===== config.mk =====
export PLATFORM = sky130hd
export DESIGN_NAME = rso_alu
export DESIGN_NICKNAME = d
export VERILOG_FILES = /design/src/rtl/rso_pkg.sv /design/src/rtl/rso_alu.sv
export SDC_FILE = /design/constraint.sdc
export NUM_CORES = 1
export LEC_CHECK = 0
export ABC_AREA = 0
export BUFFER_PORTS_ARGS = -buffer_cell sky130_fd_sc_hd__buf_2
export CAP_MARGIN = 30
export CORE_MARGIN = 1
export CORE_UTILIZATION = 56
export DETAILED_ROUTE_END_ITERATION = 8
export PLACE_DENSITY_LB_ADDON = 0.08
export SYNTH_ARGS = -nofsm -noshare
export SYNTH_HDL_FRONTEND = slang
export SYNTH_SLANG_ARGS = --single-unit

===== constraint.sdc =====
create_clock -name vclk -period 8.63
set_input_delay 0 -clock vclk [all_inputs]
set_output_delay 0 -clock vclk [all_outputs]
set_load 0.01 [all_outputs]

===== src/rtl/rso_pkg.sv =====
// ----------------------------------------------------------------------------
// rso_pkg
// Shared types and constants for the orbit stepper: adder request and
// response, result codes and fixed field widths.
// ----------------------------------------------------------------------------
package rso_pkg;

    // Width of the shared adder, wide enough for clock + mex + 1
    localparam int ARITH_W = 33;
    // Step clock, run lengths and horizon
    localparam int CNT_W   = 31;
    // Bitmap word
    localparam int WORD_W  = 64;
    localparam int BIT_W   = 6;
    // Output field widths
    localparam int VALUE_OUT_W = 26;
    localparam int MEX_OUT_W   = 27;

    localparam logic [CNT_W-1:0] HORIZON_RESET = 31'd100000000;
    localparam logic [BIT_W-1:0] LAST_BIT      = 6'd63;

    // Step kind codes
    localparam logic [1:0] KIND_SUB     = 2'd0;
    localparam logic [1:0] KIND_ADD     = 2'd1;
    localparam logic [1:0] KIND_BLOCKED = 2'd2;

    // Candidate class codes
    localparam logic [1:0] CLS_NONE  = 2'd0;
    localparam logic [1:0] CLS_BELOW = 2'd1;
    localparam logic [1:0] CLS_EQUAL = 2'd2;
    localparam logic [1:0] CLS_ABOVE = 2'd3;

    // Status codes
    localparam logic [1:0] STAT_STEP     = 2'd0;
    localparam logic [1:0] STAT_HORIZON  = 2'd1;
    localparam logic [1:0] STAT_OVERFLOW = 2'd2;

    // Adder request: sum = a + (inv_b ? ~b : b) + cin
    typedef struct packed {
        logic [ARITH_W-1:0] a;
        logic [ARITH_W-1:0] b;
        logic               inv_b;
        logic               cin;
    } alu_req_t;

    // Adder response; for a subtract, carry set means a >= b
    typedef struct packed {
        logic [ARITH_W-1:0] sum;
        logic               carry;
        logic               zero;
    } alu_rsp_t;

endpackage


===== src/rtl/rso_alu.sv =====
// ----------------------------------------------------------------------------
// rso_alu
// Shared add / subtract / compare unit used by the arithmetic states of the sequencer.
// ----------------------------------------------------------------------------
module rso_alu
    import rso_pkg::*;
(
    input  alu_req_t req,
    output alu_rsp_t rsp
);

    logic [ARITH_W-1:0] b_op;
    logic [ARITH_W:0]   full_sum;

    // Two's complement subtract when b is inverted and carry-in is set
    assign b_op     = req.inv_b ? ~req.b : req.b;
    assign full_sum = {1'b0, req.a} + {1'b0, b_op} + {{ARITH_W{1'b0}}, req.cin};

    assign rsp.sum   = full_sum[ARITH_W-1:0];
    assign rsp.carry = full_sum[ARITH_W];
    assign rsp.zero  = (full_sum[ARITH_W-1:0] == '0);

endmodule


==> results by group <==
Global route
  • Tot GR Track Use: 27.87%
  • Initial antenna violation count: 0
  • Vias in the first global route: 2766
  • First-pass GRT wire length: 11760 µm
  • Pin count of the biggest net entering global routing: 34
  • GR Overflow Total: 0

Detailed routing
  • Iter 0 DRT Violations: 186
  • Drt drc: 0
  • Vias: 3093
  • Per-cell routed wire length: 14.20 µm
  • Final WL: 7144 µm
  • First-pass iteration count of the detailed router: 5
  • Post-route ant nets: 0
  • DR vias/cell: 6.149

Timing
  • Max Slew Vio Count: 0
  • Final setup viols: 0
  • Relative slew slack: 62.10%
  • RSZ-0062 raised after global routing: false
  • Tcrit/Tclk final: 50.01%
  • Final hold vios: 0
  • Fin crit period: 4.316 ns
  • Fmax: 231.7 MHz
  • Least-Margin Pin Slew: 0.5637 ns
  • Setup TNS: 0 ns

Critical path
  • Critical path required time: 8.63 ns
  • CP delay by family, top: simple AND/OR/NAND/NOR gates
  • CP Buf/Inv Count: 3
  • CP max stage delay: 0.50 ns
  • Worst Setup Start Kind: primary input
  • Slowest stage cell, crit path: or4b_1
  • CP max FO: 33
  • CP Class: in2out
  • Critical path arrival: 4.32 ns
  • Critical-path cell list: buf_2 -> buf_4 -> xor2_1 -> fa_1 -> fa_1 -> a211oi_4 -> nor4_4 -> or3_4 -> a2111oi_4 -> nand4b_1 -> or4b_1 -> nor4_1 -> nand4b_1 -> nor4_2 -> buf_2
  • CP Capture Type: output pin

Logic synthesis
  • Post-synthesis sequential area ratio: 0%
  • Mapped cell area: 2589 µm²
  • Cells after synthesis: 360
  • Synth top area cells: ha_1, xor2_1, a21oi_1
  • Syn_area_per_cell: 7.191 µm²
  • Number of library cell types mapped by synthesis: 69
  • Area share of the largest cell type after synthesis: 15.47%
  • Syn Nets: 462
  • Synth warn: 0
  • Area leader, netlist: ha_1

Layout
  • Post-Layout Cell Count: 503
  • Nets: 555
  • Design Area, Final: 3102 µm²
  • Register area: 0 µm²
  • Clock buf count: 0
  • Share of layout cells above drive strength 1: 28.16%
  • # diodes: 0
  • Area growth, synth to finish: 19.82%
  • Seq Cell Count: 0

Flow run
  • Max cap viols: 0

Die
  • Core Region: 4384 µm²
  • I/O Pins: 103
  • Die ar.: 4899 µm²
  • Chip Height: 69.99 µm
  • Die Wd: 69.99 µm
  • Starting Density: 59.05%
  • Num rows: 24

Power
  • Peak VDD IR: 0.00006501 V
  • PD cells: 124.8 nW/µm²
  • Leakage power: 0.001455 µW

Run status
  • Run status: finished, final reports clean

Placement
  • Placed inst area: 3102 µm²
  • Placed cells: 503
  • PortBufs: 103
  • Placer congestion estimate: 0.9183
  • Hpwl dp: 5916 µm

Clock network
  • CTS Hold Bufs: 0
  • # Post-CTS Setup Buffers: 0
  • CTS resizes: 0

Worst hold path
  • Hold/Removal Path Class: in2out
area by class of cell:
| cell class | count | area, µm² |
|---|---|---|
| Timing Repair Buffer | 104 | 523.0 |
| Tap cell | 52 | 65.06 |
| Fill cell | 396 | 1282 |
| Inverter | 13 | 48.80 |
| Multi-Input combinational cell | 334 | 2465 |
where the power goes:
| group | internal (µW) | total [µW] | switching, µW |
|---|---|---|---|
| logic | 161 | 387 | 226 |
| registers | 0 | 0 | 0 |
| clock network | 0 | 0 | 0 |
| total | 161 | 387 | 226 |
cell usage in the layout (no fill, tap or decap), types with 5 or more instances in the layout:
master | netlist | routed
o31ai_1 | 8 | 8
buf_2 | 0 | 103
xor2_1 | 39 | 39
a211oi_1 | 7 | 7
a21oi_1 | 37 | 37
nand2_1 | 26 | 26
nor3_1 | 10 | 10
nand4_1 | 6 | 6
o21ai_0 | 19 | 19
o21bai_1 | 6 | 6
ha_1 | 32 | 32
nor4_1 | 5 | 5
xnor2_1 | 12 | 12
nor2_1 | 18 | 18
nand3_1 | 11 | 11
a21o_1 | 10 | 10
inv_1 | 13 | 13
worst paths after layout:
| kind | start | endpoint | slack, ns | depth (start not counted) |
|---|---|---|---|---|
| max | req[1] | rsp[0] | 4.31 | 15 |
| min | req[35] | rsp[2] | 0.39 | 3 |
cell usage after synthesis, types with 4 or more instances:
cell type	instances
a211oi_1	7
nor2_1	18
o21a_1	4
o21ai_0	19
o31ai_1	8
and2_1	4
nand2b_1	4
o21bai_1	6
ha_1	32
a21oi_1	37
nor4_1	5
and3_1	4
nor3_1	10
a31oi_1	4
inv_1	13
nand3_1	11
nand2_1	26
clkbuf_1	8
nand4_1	6
xor2_1	39
xnor2_1	12
or2_2	4
a21o_1	10
cells by family (layout without fill, tap and decap cells):
family,after synthesis,count (layout),share of synthesized area [%]
and+or+nand+nor,120,120,26.34
adders and majority gates,34,34,17.01
AOI/OAI and AO/OA,126,126,33.45
xor gates and xnor gates,51,51,17.25
buffers and inverters,26,117,4.785
muxes,3,3,1.160
per-stage QoR:
step / power, µW / hold WS, ns / setup WS [ns] / util (%)
3_3_place_gp: 376.9 / 0.3935 / 4.393 / 70.75
2_1_floorplan: 274.6 / 0.1996 / 4.598 / -
5_1_grt: 423.8 / 0.4293 / 4.025 / 70.75
4_1_cts: 383.5 / 0.4007 / 4.299 / 70.75
3_5_place_dp: 381.5 / 0.4004 / 4.309 / 70.75
6_report: 387.0 / 0.3912 / 4.315 / 70.75
per-layer routing:
layer | global-route usage [%] | part of all wire (%)
met5 | 0 | 0
met4 | 5.111 | 1.6
met3 | 0.7215 | 5.2
met2 | 52.14 | 49
met1 | 35.60 | 44
No activity file was read; power rests on OpenSTA's default activity.
